File: src/rtl/core/plfr_pkg.sv
`default_nettype none

package plfr_pkg;

  // Square geometry and alphabet size.
  localparam int unsigned NUM_CELLS   = 25;
  localparam int unsigned NUM_LETTERS = 26;

  // Letters with a special role.
  localparam logic [4:0] LET_I = 5'd8;
  localparam logic [4:0] LET_J = 5'd9;
  localparam logic [4:0] LET_X = 5'd23;
  localparam logic [4:0] LET_Z = 5'd25;

  // Request codes.
  localparam logic [1:0] REQ_KEY     = 2'd0;
  localparam logic [1:0] REQ_KEY_END = 2'd1;
  localparam logic [1:0] REQ_MSG     = 2'd2;
  localparam logic [1:0] REQ_MSG_END = 2'd3;

  // Input word.
  typedef struct packed {
    logic [1:0] req_type;
    logic [4:0] letter;
  } in_word_t;

  // Output word.
  typedef struct packed {
    logic [4:0] cipher_first;
    logic [4:0] cipher_second;
    logic       filler_added;
  } out_word_t;

  // Memory write port.
  typedef struct packed {
    logic       en;
    logic [4:0] addr;
    logic [4:0] data;
  } mem_wr_t;

  // Dual memory read request.
  typedef struct packed {
    logic       en;
    logic [4:0] addr_a;
    logic [4:0] addr_b;
  } mem_rd_t;

  // Row and column of a cell.
  typedef struct packed {
    logic [2:0] row;
    logic [2:0] col;
  } cell_rc_t;

  // Split a cell index 0..24 into row and column.
  function automatic cell_rc_t cell_to_rc(logic [4:0] cell_idx);
    cell_rc_t rc;
    if (cell_idx >= 5'd20) begin
      rc.row = 3'd4;
      rc.col = 3'(cell_idx - 5'd20);
    end else if (cell_idx >= 5'd15) begin
      rc.row = 3'd3;
      rc.col = 3'(cell_idx - 5'd15);
    end else if (cell_idx >= 5'd10) begin
      rc.row = 3'd2;
      rc.col = 3'(cell_idx - 5'd10);
    end else if (cell_idx >= 5'd5) begin
      rc.row = 3'd1;
      rc.col = 3'(cell_idx - 5'd5);
    end else begin
      rc.row = 3'd0;
      rc.col = 3'(cell_idx);
    end
    return rc;
  endfunction

  // Cell index from row and column: row * 5 + col.
  function automatic logic [4:0] rc_to_cell(logic [2:0] row, logic [2:0] col);
    return {row, 2'b00} + 5'(row) + 5'(col);
  endfunction

  // Step one place along a row or column, wrapping at the edge.
  function automatic logic [2:0] wrap_next(logic [2:0] v);
    return (v == 3'd4) ? 3'd0 : v + 3'd1;
  endfunction

  // Letter in a cell of the default square (alphabet without j).
  function automatic logic [4:0] default_square(logic [4:0] cell_idx);
    return (cell_idx <= LET_I) ? cell_idx : cell_idx + 5'd1;
  endfunction

  // Cell of a letter in the default square; j shares the cell of i.
  function automatic logic [4:0] default_position(logic [4:0] letter);
    return (letter <= LET_I) ? letter : letter - 5'd1;
  endfunction

endpackage

`default_nettype wire

File: src/rtl/core/playfair_digraph_encryptor.sv
// Key letters, and message letters that only open a pair, are taken without leaving idle.
// Completed pair: position read, then square read, then the result waits for the
// output register to be free; the next word is taken once it is loaded. Key end, or
// the first message word after an open key: fill walk of the letter counter first.
// Reset clears control state; the square reads as the alphabet without j until a
// key letter arrives, with no clearing pass.
`default_nettype none

module playfair_digraph_encryptor (
  input  wire logic                clk_i,
  input  wire logic                rst_ni,
  input  wire logic                in_valid_i,
  output logic                     in_ready_o,
  input  wire plfr_pkg::in_word_t  in_word_i,
  output logic                     out_valid_o,
  input  wire logic                out_ready_i,
  output plfr_pkg::out_word_t      out_word_o
);

  logic                out_valid_q;
  plfr_pkg::out_word_t out_word_q;
  logic                out_free;
  logic                out_load;
  plfr_pkg::out_word_t out_word_new;
  logic                loaded;
  plfr_pkg::mem_wr_t   sq_wr, pos_wr;
  plfr_pkg::mem_rd_t   sq_rd, pos_rd;
  logic [4:0]          sq_a, sq_b, pos_a, pos_b;

  assign out_free = !out_valid_q || out_ready_i;

  plfr_ctrl u_ctrl (
    .clk_i      (clk_i),
    .rst_ni     (rst_ni),
    .in_valid_i (in_valid_i),
    .in_ready_o (in_ready_o),
    .in_word_i  (in_word_i),
    .out_free_i (out_free),
    .out_load_o (out_load),
    .out_word_o (out_word_new),
    .loaded_o   (loaded),
    .sq_wr_o    (sq_wr),
    .sq_rd_o    (sq_rd),
    .sq_a_i     (sq_a),
    .sq_b_i     (sq_b),
    .pos_wr_o   (pos_wr),
    .pos_rd_o   (pos_rd),
    .pos_a_i    (pos_a),
    .pos_b_i    (pos_b)
  );

  plfr_square_mem u_square (
    .clk_i    (clk_i),
    .loaded_i (loaded),
    .wr_i     (sq_wr),
    .rd_i     (sq_rd),
    .rd_a_o   (sq_a),
    .rd_b_o   (sq_b)
  );

  plfr_pos_mem u_pos (
    .clk_i    (clk_i),
    .loaded_i (loaded),
    .wr_i     (pos_wr),
    .rd_i     (pos_rd),
    .rd_a_o   (pos_a),
    .rd_b_o   (pos_b)
  );

  // Output register valid flag.
  always_ff @(posedge clk_i or negedge rst_ni) begin
    if (!rst_ni) begin
      out_valid_q <= 1'b0;
    end else if (out_load) begin
      out_valid_q <= 1'b1;
    end else if (out_ready_i) begin
      out_valid_q <= 1'b0;
    end
  end

  // Output register payload.
  always_ff @(posedge clk_i) begin
    if (out_load) begin
      out_word_q <= out_word_new;
    end
  end

  assign out_valid_o = out_valid_q;
  assign out_word_o  = out_word_q;

endmodule

`default_nettype wire

File: src/rtl/core/plfr_square_mem.sv
`default_nettype none

// Key square: cell index to letter, one write and two reads per cycle.
module plfr_square_mem (
  input  wire logic              clk_i,
  input  wire logic              loaded_i,
  input  wire plfr_pkg::mem_wr_t wr_i,
  input  wire plfr_pkg::mem_rd_t rd_i,
  output logic [4:0]             rd_a_o,
  output logic [4:0]             rd_b_o
);

  logic [4:0] mem_q [plfr_pkg::NUM_CELLS];
  logic [4:0] rd_a_q, rd_b_q;
  logic [4:0] addr_a_q, addr_b_q;

  // Write port and registered read ports.
  always_ff @(posedge clk_i) begin
    if (wr_i.en) begin
      mem_q[wr_i.addr] <= wr_i.data;
    end
    if (rd_i.en) begin
      rd_a_q   <= mem_q[rd_i.addr_a];
      rd_b_q   <= mem_q[rd_i.addr_b];
      addr_a_q <= rd_i.addr_a;
      addr_b_q <= rd_i.addr_b;
    end
  end

  // Until a key has been loaded, the square reads as the default alphabet.
  assign rd_a_o = loaded_i ? rd_a_q : plfr_pkg::default_square(addr_a_q);
  assign rd_b_o = loaded_i ? rd_b_q : plfr_pkg::default_square(addr_b_q);

endmodule

`default_nettype wire

File: src/rtl/core/plfr_pos_mem.sv
`default_nettype none

// Letter position table: letter to cell index, one write and two reads per cycle.
module plfr_pos_mem (
  input  wire logic              clk_i,
  input  wire logic              loaded_i,
  input  wire plfr_pkg::mem_wr_t wr_i,
  input  wire plfr_pkg::mem_rd_t rd_i,
  output logic [4:0]             rd_a_o,
  output logic [4:0]             rd_b_o
);

  logic [4:0] mem_q [plfr_pkg::NUM_LETTERS];
  logic [4:0] rd_a_q, rd_b_q;
  logic [4:0] addr_a_q, addr_b_q;

  // Write port and registered read ports.
  always_ff @(posedge clk_i) begin
    if (wr_i.en) begin
      mem_q[wr_i.addr] <= wr_i.data;
    end
    if (rd_i.en) begin
      rd_a_q   <= mem_q[rd_i.addr_a];
      rd_b_q   <= mem_q[rd_i.addr_b];
      addr_a_q <= rd_i.addr_a;
      addr_b_q <= rd_i.addr_b;
    end
  end

  // Until a key has been loaded, positions follow the default square.
  assign rd_a_o = loaded_i ? rd_a_q : plfr_pkg::default_position(addr_a_q);
  assign rd_b_o = loaded_i ? rd_b_q : plfr_pkg::default_position(addr_b_q);

endmodule

`default_nettype wire

File: src/rtl/core/plfr_ctrl.sv
`default_nettype none

// Sequencer: key loading, key fill walk, pairing and the two-step table lookup.
module plfr_ctrl (
  input  wire logic                clk_i,
  input  wire logic                rst_ni,
  input  wire logic                in_valid_i,
  output logic                     in_ready_o,
  input  wire plfr_pkg::in_word_t  in_word_i,
  input  wire logic                out_free_i,
  output logic                     out_load_o,
  output plfr_pkg::out_word_t      out_word_o,
  output logic                     loaded_o,
  output plfr_pkg::mem_wr_t        sq_wr_o,
  output plfr_pkg::mem_rd_t        sq_rd_o,
  input  wire logic [4:0]          sq_a_i,
  input  wire logic [4:0]          sq_b_i,
  output plfr_pkg::mem_wr_t        pos_wr_o,
  output plfr_pkg::mem_rd_t        pos_rd_o,
  input  wire logic [4:0]          pos_a_i,
  input  wire logic [4:0]          pos_b_i
);

  localparam logic [2:0] ST_IDLE = 3'd0;
  localparam logic [2:0] ST_FILL = 3'd1;
  localparam logic [2:0] ST_MSG  = 3'd2;
  localparam logic [2:0] ST_SQRD = 3'd3;
  localparam logic [2:0] ST_OUT  = 3'd4;

  logic [2:0]  state_q, state_d;
  logic        key_open_q, key_open_d;
  logic        loaded_q, loaded_d;
  logic [25:0] used_q, used_d;
  logic [4:0]  filled_q, filled_d;
  logic        pend_valid_q, pend_valid_d;
  logic [4:0]  pend_letter_q, pend_letter_d;
  logic [1:0]  req_q, req_d;
  logic [4:0]  letter_q, letter_d;
  logic [4:0]  fill_ctr_q, fill_ctr_d;
  logic        filler_q, filler_d;

  logic        accept;
  logic [4:0]  letter_in;
  logic        key_accept;
  logic        msg_go;
  logic [1:0]  msg_req;
  logic [4:0]  msg_letter;
  logic        pair_go;
  logic [4:0]  pair_b;
  logic        pair_filler;
  logic        wr_en;
  logic [4:0]  wr_letter;
  logic [25:0] used_base;
  logic [4:0]  filled_base;
  logic [31:0] used_ext;
  logic [31:0] used_set;
  plfr_pkg::cell_rc_t rc_a, rc_b;
  plfr_pkg::cell_rc_t tgt_a, tgt_b;

  assign in_ready_o = (state_q == ST_IDLE);
  assign accept     = in_valid_i && in_ready_o;
  assign letter_in  = (in_word_i.letter == plfr_pkg::LET_J) ? plfr_pkg::LET_I
                                                            : in_word_i.letter;
  assign key_accept = accept && (in_word_i.req_type == plfr_pkg::REQ_KEY);
  assign loaded_o   = loaded_q;

  // Message handling runs straight from the input when the key is closed,
  // or from the held word once the fill walk is done.
  assign msg_go     = (state_q == ST_MSG) ||
                      (accept && in_word_i.req_type[1] && !key_open_q);
  assign msg_req    = (state_q == ST_MSG) ? req_q : in_word_i.req_type;
  assign msg_letter = (state_q == ST_MSG) ? letter_q : letter_in;

  // Placement of one letter into the next free cell, by key letter or fill walk.
  always_comb begin
    used_base   = used_q;
    filled_base = filled_q;
    wr_letter   = letter_in;
    wr_en       = 1'b0;
    if (key_accept && !key_open_q) begin
      used_base   = '0;
      filled_base = '0;
    end
    used_ext = {6'b0, used_base};
    if (key_accept) begin
      wr_en = (letter_in < 5'(plfr_pkg::NUM_LETTERS)) && !used_ext[letter_in] &&
              (filled_base < 5'(plfr_pkg::NUM_CELLS));
    end else if (state_q == ST_FILL) begin
      wr_letter = fill_ctr_q;
      wr_en     = (fill_ctr_q != plfr_pkg::LET_J) && !used_ext[fill_ctr_q] &&
                  (filled_base < 5'(plfr_pkg::NUM_CELLS));
    end
    used_set = used_ext | (32'(wr_en) << wr_letter);
  end

  assign sq_wr_o  = '{en: wr_en, addr: filled_base, data: wr_letter};
  assign pos_wr_o = '{en: wr_en, addr: wr_letter, data: filled_base};

  // Pairing decision.
  always_comb begin
    pair_go       = 1'b0;
    pair_b        = plfr_pkg::LET_X;
    pair_filler   = 1'b1;
    pend_valid_d  = pend_valid_q;
    pend_letter_d = pend_letter_q;
    if (key_accept && !key_open_q) begin
      pend_valid_d  = 1'b0;
      pend_letter_d = '0;
    end else if (msg_go) begin
      if (msg_req == plfr_pkg::REQ_MSG) begin
        if (msg_letter < 5'(plfr_pkg::NUM_LETTERS)) begin
          if (!pend_valid_q) begin
            pend_valid_d  = 1'b1;
            pend_letter_d = msg_letter;
          end else if (pend_letter_q == msg_letter) begin
            pair_go = 1'b1;
          end else begin
            pair_go       = 1'b1;
            pair_b        = msg_letter;
            pair_filler   = 1'b0;
            pend_valid_d  = 1'b0;
            pend_letter_d = '0;
          end
        end
      end else if (pend_valid_q) begin
        pair_go       = 1'b1;
        pend_valid_d  = 1'b0;
        pend_letter_d = '0;
      end
    end
  end

  assign pos_rd_o = '{en: pair_go, addr_a: pend_letter_q, addr_b: pair_b};

  // Cipher rule on the two positions just read.
  always_comb begin
    rc_a = plfr_pkg::cell_to_rc(pos_a_i);
    rc_b = plfr_pkg::cell_to_rc(pos_b_i);
    if (rc_a.row == rc_b.row) begin
      tgt_a = '{row: rc_a.row, col: plfr_pkg::wrap_next(rc_a.col)};
      tgt_b = '{row: rc_b.row, col: plfr_pkg::wrap_next(rc_b.col)};
    end else if (rc_a.col == rc_b.col) begin
      tgt_a = '{row: plfr_pkg::wrap_next(rc_a.row), col: rc_a.col};
      tgt_b = '{row: plfr_pkg::wrap_next(rc_b.row), col: rc_b.col};
    end else begin
      tgt_a = '{row: rc_b.row, col: rc_a.col};
      tgt_b = '{row: rc_a.row, col: rc_b.col};
    end
  end

  assign sq_rd_o = '{en:     (state_q == ST_SQRD),
                     addr_a: plfr_pkg::rc_to_cell(tgt_a.row, tgt_a.col),
                     addr_b: plfr_pkg::rc_to_cell(tgt_b.row, tgt_b.col)};

  assign out_load_o = (state_q == ST_OUT) && out_free_i;
  assign out_word_o = '{cipher_first: sq_a_i, cipher_second: sq_b_i,
                        filler_added: filler_q};

  // Next state and register updates.
  always_comb begin
    state_d    = state_q;
    key_open_d = key_open_q;
    loaded_d   = loaded_q;
    used_d     = used_set[25:0];
    filled_d   = filled_base + 5'(wr_en);
    req_d      = req_q;
    letter_d   = letter_q;
    fill_ctr_d = fill_ctr_q;
    filler_d   = pair_go ? pair_filler : filler_q;
    unique case (state_q)
      ST_IDLE: begin
        if (accept) begin
          req_d    = in_word_i.req_type;
          letter_d = letter_in;
          unique case (in_word_i.req_type)
            plfr_pkg::REQ_KEY: begin
              key_open_d = 1'b1;
              loaded_d   = 1'b1;
            end
            plfr_pkg::REQ_KEY_END: begin
              if (key_open_q) begin
                fill_ctr_d = '0;
                state_d    = ST_FILL;
              end
            end
            plfr_pkg::REQ_MSG, plfr_pkg::REQ_MSG_END: begin
              if (key_open_q) begin
                fill_ctr_d = '0;
                state_d    = ST_FILL;
              end else if (pair_go) begin
                state_d = ST_SQRD;
              end
            end
            default: ;
          endcase
        end
      end
      ST_FILL: begin
        if (fill_ctr_q == plfr_pkg::LET_Z) begin
          key_open_d = 1'b0;
          state_d    = (req_q == plfr_pkg::REQ_KEY_END) ? ST_IDLE : ST_MSG;
        end else begin
          fill_ctr_d = fill_ctr_q + 5'd1;
        end
      end
      ST_MSG: begin
        state_d = pair_go ? ST_SQRD : ST_IDLE;
      end
      ST_SQRD: begin
        state_d = ST_OUT;
      end
      ST_OUT: begin
        if (out_free_i) begin
          state_d = ST_IDLE;
        end
      end
      default: begin
        state_d = ST_IDLE;
      end
    endcase
  end

  // Control state.
  always_ff @(posedge clk_i or negedge rst_ni) begin
    if (!rst_ni) begin
      state_q      <= ST_IDLE;
      key_open_q   <= 1'b0;
      loaded_q     <= 1'b0;
      used_q       <= 26'h3FF_FDFF;
      filled_q     <= 5'(plfr_pkg::NUM_CELLS);
      pend_valid_q <= 1'b0;
      pend_letter_q <= '0;
    end else begin
      state_q      <= state_d;
      key_open_q   <= key_open_d;
      loaded_q     <= loaded_d;
      used_q       <= used_d;
      filled_q     <= filled_d;
      pend_valid_q <= pend_valid_d;
      pend_letter_q <= pend_letter_d;
    end
  end

  // Held request word, walk counter and filler flag.
  always_ff @(posedge clk_i) begin
    req_q      <= req_d;
    letter_q   <= letter_d;
    fill_ctr_q <= fill_ctr_d;
    filler_q   <= filler_d;
  end

endmodule

`default_nettype wire

File: config.mk
export PLATFORM = sky130hd
export DESIGN_NAME = playfair_digraph_encryptor
export DESIGN_NICKNAME = d
export VERILOG_FILES = /design/src/rtl/core/plfr_pkg.sv /design/src/rtl/core/playfair_digraph_encryptor.sv /design/src/rtl/core/plfr_square_mem.sv /design/src/rtl/core/plfr_pos_mem.sv /design/src/rtl/core/plfr_ctrl.sv
export SDC_FILE = /design/constraint.sdc
export NUM_CORES = 1
export LEC_CHECK = 0
export BUFFER_PORTS_ARGS = -buffer_cell sky130_fd_sc_hd__buf_2
export CAP_MARGIN = 40
export CORE_MARGIN = 2
export CORE_UTILIZATION = 57
export DETAILED_ROUTE_END_ITERATION = 16
export MAX_ROUTING_LAYER = met4
export PLACE_DENSITY_LB_ADDON = 0.2
export SLEW_MARGIN = 5
export SYNTH_ARGS = -nofsm -noshare
export SYNTH_HDL_FRONTEND = slang
export SYNTH_SLANG_ARGS = --single-unit
File: constraint.sdc
create_clock -name clk_i -period 18.2 [get_ports clk_i]
set_input_delay 0.91 -clock clk_i [delete_from_list [all_inputs] [get_ports clk_i]]
set_output_delay 0.91 -clock clk_i [all_outputs]
set_load 0.005 [all_outputs]
==> results.yml, run 1 <==
worst_setup_path:
  crit_type: "reg -> reg"
  critPathCaptureType: "flop"
  reg2reg_from: "u_pos.addr_a_q[0]"
  crit_required_ns: 18.49
  reg2reg_to: "u_square.rd_b_q[1]"
  worst_r2r_path_depth: 22
  cp-start-kind: "flop"
  reg2reg_slack_ns: 11.02
  cp_data_arrival_time_ns: 7.46
  cp_max_fo: 13
global_route:
  gr-total-overflow: 0
  antenna_found_initial: 1
  grt_pass1_wl_um: 75000
  grt_use_met3_pct: 4.41
  grt_pass1_vias: 12500
  grt_util_met1_pct: 41.4
  top_usage_layer: "met2"
  use_met2_pct: 43.5
  grtUsageTotal_pct: 28.7
  grt_max_degree: 45
sta:
  setup_tns_ns: 0
  rsz0062_at_grt: "false"
  relSlewSlack_pct: 40.0
  max_freq_mhz: 139
  slew_violations: 0
  hold_viol_final: 0
  post-route-period-util_pct: 39.4
  worst_pin_slew_ns: 0.894
  skew_ns: 0.0185
  setup_viol: 0
  post-route-min-period_ns: 7.18
synthesis:
  yosys_warnings: 0
  syn_area_mm2: 0.0195
  async_flop_share_pct: 11.9
  syn_avg_cell_area_um2: 13.8
  synth_ff_type: "edfxtp_1"
  ys_ff_latch: 362
  yosysSeqAreaShare_pct: 54.9
  synth.net_count: 1466
  syn_inst: 1409
  synth-edff-count: 319
  ys_types: 99
floorplanning:
  row_count: 67
  die_h_um: 189
  die_area_mm2: 0.0356
  io_pins: 24
  die_w_um: 189
  initial_core_util_pct: 57.9
  coreArea_mm2: 0.0336
pwr:
  swShare_pct: 32.8
  seq_power_share_pct: 39.8
  p_leak_uw: 0.00769
  switching_power_uw: 1020
  p_per_area_mw_per_mm2: 145
  power.share.combinational_pct: 34.7
  power.internal_uw: 2090
  ir_drop_mv: 0.158
  power.total_uw: 3110
  clkPwrFrac_pct: 25.5
clock_tree:
  cts.sinks: 362
  ctsHoldBuffers: 0
  path_clk_slew_ns: 0.06
  cts_resized: 0
  cts_buffers: 39
  cts-root-buf: "clkbuf_16"
  cts_setup_buffers: 0
  insertion_delay_ns: 0.54
  cts_max_level: 2
  cts_tree: "yes"
  clockBufferDepth: 3
placement:
  gp_congestion: 0.928
  dp.cells: 1841
  post-dp-hpwl_um: 33200
  io_buffers: 23
flow_run:
  drv_cap: 0
cells_and_area:
  area_growth_pct: 10.7
  fin_nets: 1491
  finalNonFillerCells: 1912
  drive_above_1_share_pct: 23.3
routing:
  drtPass1Iterations: 6
  ant_nets: 0
  vias: 12700
  routed_wl_um: 48000
  route.detailed.drc: 0
  wl_per_cell_um: 25.1
  drtIter0Drc: 1559
  viasPerCell: 6.63
outcome:
  outcome: "finished clean"
hold_path:
  whs_path_depth: 0
  hp-start: "u_ctrl.filler_q"
  whs_endpoint: "out_word_o[0]"
  hold_path_class: "reg -> reg"
## stage by stage
step | util [%] | setup WS [ns] | hold WS [ns] | instance area (µm²)
3_5_place_dp | 60.2 | 11.08 | 0.417 | 20300
3_3_place_gp | 59.5 | 11.20 | 0.416 | 20000
2_1_floorplan | - | 11.75 | 0.400 | 19500
5_1_grt | 64.1 | 10.51 | 0.446 | 21500
4_1_cts | 64.1 | 11.04 | 0.431 | 21500
6_report | 64.1 | 11.02 | 0.428 | 21500
## cell usage in the layout (no fill, tap or decap), types with 7 or more instances in the layout
cell / count
edfxtp_1: 319
nand2_1: 136
mux4_2: 117
nor2_1: 57
mux2i_1: 53
a21oi_1: 46
o21ai_0: 45
inv_1: 43
and2_1: 40
ha_1: 40
clkbuf_16: 40
nand3_1: 37
a21o_1: 31
dfstp_2: 28
buf_2: 26
buf_4: 24
nor3_1: 23
nor2b_1: 22
a31oi_1: 21
a211oi_1: 19
mux2_2: 16
nand2b_1: 14
and3_1: 14
xnor2_1: 14
dfrtp_1: 14
o211ai_1: 11
o221ai_1: 10
o21a_1: 9
inv_2: 9
o21ai_1: 8
xor2_1: 8
clkbuf_1: 7
## power groups by stage
| stage | logic (µW) | clock network (µW) | registers, µW |
|---|---|---|---|
| 5_1_grt | 1160 | 833 | 1250 |
| 3_3_place_gp | 996 | 0 | 1250 |
| 2_1_floorplan | 820 | 0 | 1210 |
| 4_1_cts | 1080 | 800 | 1240 |
| 3_5_place_dp | 1070 | 0 | 1250 |
| 6_report | 1080 | 794 | 1240 |
## kinds of logic after synthesis
family,Yosys count,share of synthesized area (%)
XOR/XNOR,24,1.22
AO/OA/AOI/OAI,271,10.2
adder cells (fa/ha/maj),46,3.11
buffers and inverters,130,2.76
flip-flops,362,54.9
multiplexers,199,18.1
AND/OR/NAND/NOR,377,9.65
## cells in the mapped netlist (9+ instances only)
| cell type | n | share of area (%) |
|---|---|---|
| nor2b_1 | 22 | 0.71 |
| o211ai_1 | 11 | 0.42 |
| o221ai_1 | 10 | 0.45 |
| ha_1 | 42 | 2.7 |
| mux2_2 | 16 | 0.93 |
| o21a_1 | 9 | 0.35 |
| xnor2_1 | 14 | 0.63 |
| nand3_1 | 37 | 0.95 |
| o21ai_1 | 9 | 0.23 |
| clkbuf_1 | 45 | 0.87 |
| mux2i_1 | 53 | 2.7 |
| a21oi_1 | 46 | 1.2 |
| a211oi_1 | 19 | 0.73 |
| inv_2 | 9 | 0.17 |
| a21o_1 | 31 | 1.2 |
| mux4_2 | 117 | 14 |
| edfxtp_1 | 319 | 49 |
| buf_1 | 17 | 0.33 |
| nand2b_1 | 14 | 0.45 |
| o21ai_0 | 46 | 1.2 |
| dfstp_2 | 28 | 3.8 |
| and3_1 | 14 | 0.45 |
| and2_1 | 40 | 1.3 |
| dfrtp_1 | 15 | 1.9 |
| nor3_1 | 23 | 0.59 |
| inv_1 | 43 | 0.83 |
| a31oi_1 | 21 | 0.68 |
| nor2_1 | 58 | 1.1 |
| nand2_1 | 136 | 2.6 |
## registers in the layout (all words and copies together), names as in the netlist, 11 cells and up
register	cells
u_ctrl.used_q	26
u_square.mem_q	125
out_word_o	11
u_pos.mem_q	130
## worst max-delay path: stages, from the launching register on
cell and delay, ns:
edfxtp_1 0.48, inv_1 0.15, ha_1 0.25, nand2b_4 0.09
a21o_4 0.25, mux2i_1 0.23, mux2i_4 0.15, inv_2 0.13
ha_1 0.15, inv_1 0.05, a2111oi_2 0.37, a2111oi_0 0.14
o21ai_0 0.30, xor2_1 0.21, nor3b_1 0.07, o21ai_1 0.69
or3b_4 0.48, mux2_4 0.35, fa_1 0.56, inv_1 0.07
fa_1 0.89, mux4_2 0.59, mux2_4 0.28
## area by class of cell
type                       count  area, µm²
sequential                   362      10700
tap                          448        561
inverter                      54        205
antenna                        1       2.50
fill                        2393      12100
timing repair buffer          60        546
clock inverter                19        205
multi-input combinational    917       8250
clock buffer                  51       1080
## metal layers
metal	vias to the layer above	part of all wire [%]
li1	5545	-
met2	653	47
met5	-	0
met1	6388	42
met3	91	8.8
met4	0	2.2
## worst max path at each step
stage	depth (start not counted)	endpoint	startpoint	slack [ns]
CTS	22	u_square.rd_b_q[1]	u_pos.addr_a_q[0]	11.04
detailed placement	22	u_square.rd_b_q[1]	u_pos.addr_a_q[0]	11.08
finish	22	u_square.rd_b_q[1]	u_pos.addr_a_q[0]	11.02
global route	23	u_square.rd_a_q[2]	u_pos.addr_a_q[0]	10.51
global placement	22	u_square.rd_b_q[2]	u_pos.addr_a_q[0]	11.20
floorplan	24	u_square.rd_a_q[0]	u_pos.addr_a_q[0]	11.75
(Power assumes the default switching activity.)
==> inputs of run 2 (changes only) <==
- ABC_AREA: default -> 1
- clock period: 18.2 -> 6.9 ns (I/O delays scaled with it)
==> run 2 against run 1 <==
Routed wire length increased by 15%. Sequential power increased to 2.6 times the previous value. Cell count increased by 37%. Hold slack got worse by 0.39 ns. First-iteration DRC count is 42% higher. Cell area rose by 1.1%. Largest cell class unchanged. Largest power group is now combinational logic.
==> results.yml, run 2 <==
sta:
  skew_ns: 0.0280
  fin_hold_ws_ns: 0.0379
  relSlewSlack_pct: 34.2
  worst_pin_slew_ns: 0.984
  post-route-period-util_pct: 92.0
  rsz0062_at_grt: "false"
  max_freq_mhz: 158
  post-route-min-period_ns: 6.35
  hold_viol_final: 0
  setup_tns_ns: 0
  slew_violations: 0
  setup_viol: 0
synthesis:
  ys_types: 57
  syn_inst: 2152
  yosys_warnings: 0
  synth_top_area_share_pct: 47.9
  ys_ff_latch: 362
  syn_avg_cell_area_um2: 9.30
  synth.net_count: 2209
  ys_top_cells_by_area: "edfxtp_1, o21ai_0, nand2_1"
  yosysMostFrequentCell: "edfxtp_1"
  synth-edff-count: 319
  yosysSeqAreaShare_pct: 53.4
  yosys.area.top_type: "edfxtp_1"
  synth_ff_type: "edfxtp_1"
  syn_area_mm2: 0.0200
  synth_common_cells: "edfxtp_1, nand2_1, o21ai_0"
  async_flop_share_pct: 11.9
clock_tree:
  cts.sinks: 362
  path_clk_slew_ns: 0.06
  cts_max_level: 2
  clockBufferDepth: 3
  cts-root-buf: "clkbuf_16"
  insertion_delay_ns: 0.55
  cts_buffers: 40
  cts_tree: "yes"
cells_and_area:
  area_growth_pct: 8.81
  drive_above_1_share_pct: 12.8
  final_cell_mix: "edfxtp_1, nand2_1, o21ai_0"
  fin_nets: 2183
  stdcell_area_mm2: 0.0218
  largest-register: "u_pos.mem_q"
  top_regs: "u_pos.mem_q x130, u_square.mem_q x125, u_ctrl.used_q x26"
  finalNonFillerCells: 2613
  fill_cells: 2859
  largest_register_ffs: 130
  final_common_cell: "edfxtp_1"
global_route:
  grt_pass1_vias: 15200
  grt_pass1_wl_um: 85200
  grtUsageTotal_pct: 31.2
  antenna_found_initial: 2
  gr-total-overflow: 0
  grt_max_degree: 109
worst_setup_path:
  critPathCaptureType: "flop"
  cp_data_arrival_time_ns: 6.75
  cp_slowest_cell: "dfrtp_1"
  cp-start-kind: "flop"
  crit_required_ns: 7.30
  cp_max_fo: 26
  cp_common_cell: "inv_2"
  cpPeakStageDelay_ns: 0.63
  crit_type: "reg -> reg"
placement:
  post_dp_cell_area_mm2: 0.0205
  dp.cells: 2537
  io_buffers: 23
  gp_congestion: 0.949
  post-dp-hpwl_um: 37200
routing:
  vias: 16300
  routed_wl_um: 55200
  drtIter0Drc: 2209
  drtPass1Iterations: 5
  wl_per_cell_um: 21.1
  route.detailed.drc: 0
  viasPerCell: 6.23
  ant_nets: 0
pwr:
  ir_drop_mv: 0.490
  p_leak_uw: 0.00830
  p_per_area_mw_per_mm2: 456
floorplanning:
  initial_core_util_pct: 57.9
  row_count: 68
  coreArea_mm2: 0.0345
  die_w_um: 191
  die_h_um: 191
  io_pins: 24
  die_area_mm2: 0.0366
flow_run:
  drv_cap: 0
hold_path:
  hold_path_class: "in -> reg"
outcome:
  outcome: "finished clean"
## run 2: cell count changes in the layout (fill, tap and decap cells not counted), moves of 27 or more
| cell | before | now |
|---|---|---|
| a21o_1 | 31 | 0 |
| nor2_1 | 57 | 194 |
| o211ai_1 | 11 | 104 |
| o21ai_1 | 8 | 39 |
| nand3_1 | 37 | 179 |
| nand2_2 | 0 | 27 |
| and2_1 | 40 | 0 |
| nand2_1 | 136 | 275 |
| mux2i_1 | 53 | 0 |
| o21ai_0 | 45 | 273 |
| a21oi_1 | 46 | 149 |
| mux4_2 | 117 | 0 |
| inv_1 | 43 | 194 |
## run 2: critical path: cells and delay by family (launching register included)
family / cells / cell delay, ns
AO/OA/AOI/OAI: 8 / 1.71
adder cells (fa/ha/maj): 3 / 1.28
buffers and inverters: 7 / 1.41
flip-flops: 1 / 0.63
AND/OR/NAND/NOR: 7 / 1.16
## run 2: where the power goes
group	switching, µW	internal [µW]
Sequential	171	3030
Combinational	3310	1330
Clock	875	1210
Total	4350	5580
## run 2: through the flow
stage | util, % | setup slack (ns) | power (µW)
after floorplan | - | 1.62 | 6200
after detailed placement | 59.2 | 0.409 | 7730
after global placement | 58.8 | 0.503 | 7550
after global routing | 63.0 | 0.0179 | 10500
after CTS | 63.0 | 0.393 | 9820
final | 63.0 | 0.555 | 9930
## run 2: routing by layer
metal  GRT usage (%)  routed length (µm)
met1            44.9               23100
met2            46.8               24900
met3            4.68                5870
met4            7.90                1270
met5               -                   0
## run 2: cell families (layout without fill, tap and decap cells)
kind of cell,Yosys count,in the layout,share of synthesized area [%]
flops,362,362,53.4
compound gates,644,644,18.8
fa+ha+maj,46,46,3.03
simple gates,736,736,16.8
buf+inv,347,351,7.24
other cells,0,2,0
xor+xnor,17,17,0.744
## run 2: cell type report
type	instances	area, µm²	share of cell area [%]
diodes	2	5.00	0.0230
clock inverters	25	219	1.01
flip-flops and latches	362	10700	49.1
well taps	455	569	2.62
clock buffers	47	1060	4.86
inverters	228	867	3.98
multi-input cells	1443	7920	36.4
repair buffers	51	443	2.03
## run 2: final timing paths
| path | start | end | slack (ns) | cells after the start |
|---|---|---|---|---|
| setup / recovery | u_ctrl.loaded_o | u_square.rd_a_q[0] | 0.55 | 25 |
| hold / removal | in_word_i[5] | u_ctrl.req_q[0] | 0.04 | 1 |
| hold reg to reg | u_ctrl.filler_q | out_word_o[0] | 0.44 | 0 |
| min in group asynchronous | rst_ni | u_ctrl.pend_valid_q | 0.45 | 3 |
| max in group asynchronous | rst_ni | u_ctrl.loaded_o | 6.02 | 3 |
| setup reg to reg | u_ctrl.loaded_o | u_square.rd_a_q[0] | 0.55 | 25 |
## run 2: what timing repair did
| action | CTS | global route |
|---|---|---|
| hold endpoints to repair | 16 | 0 |
| hold buffers | 2 | 0 |
| setup buffers | 0 | 0 |
| gates resized for setup | 0 | 3 |
| setup endpoints to repair | 0 | 7 |
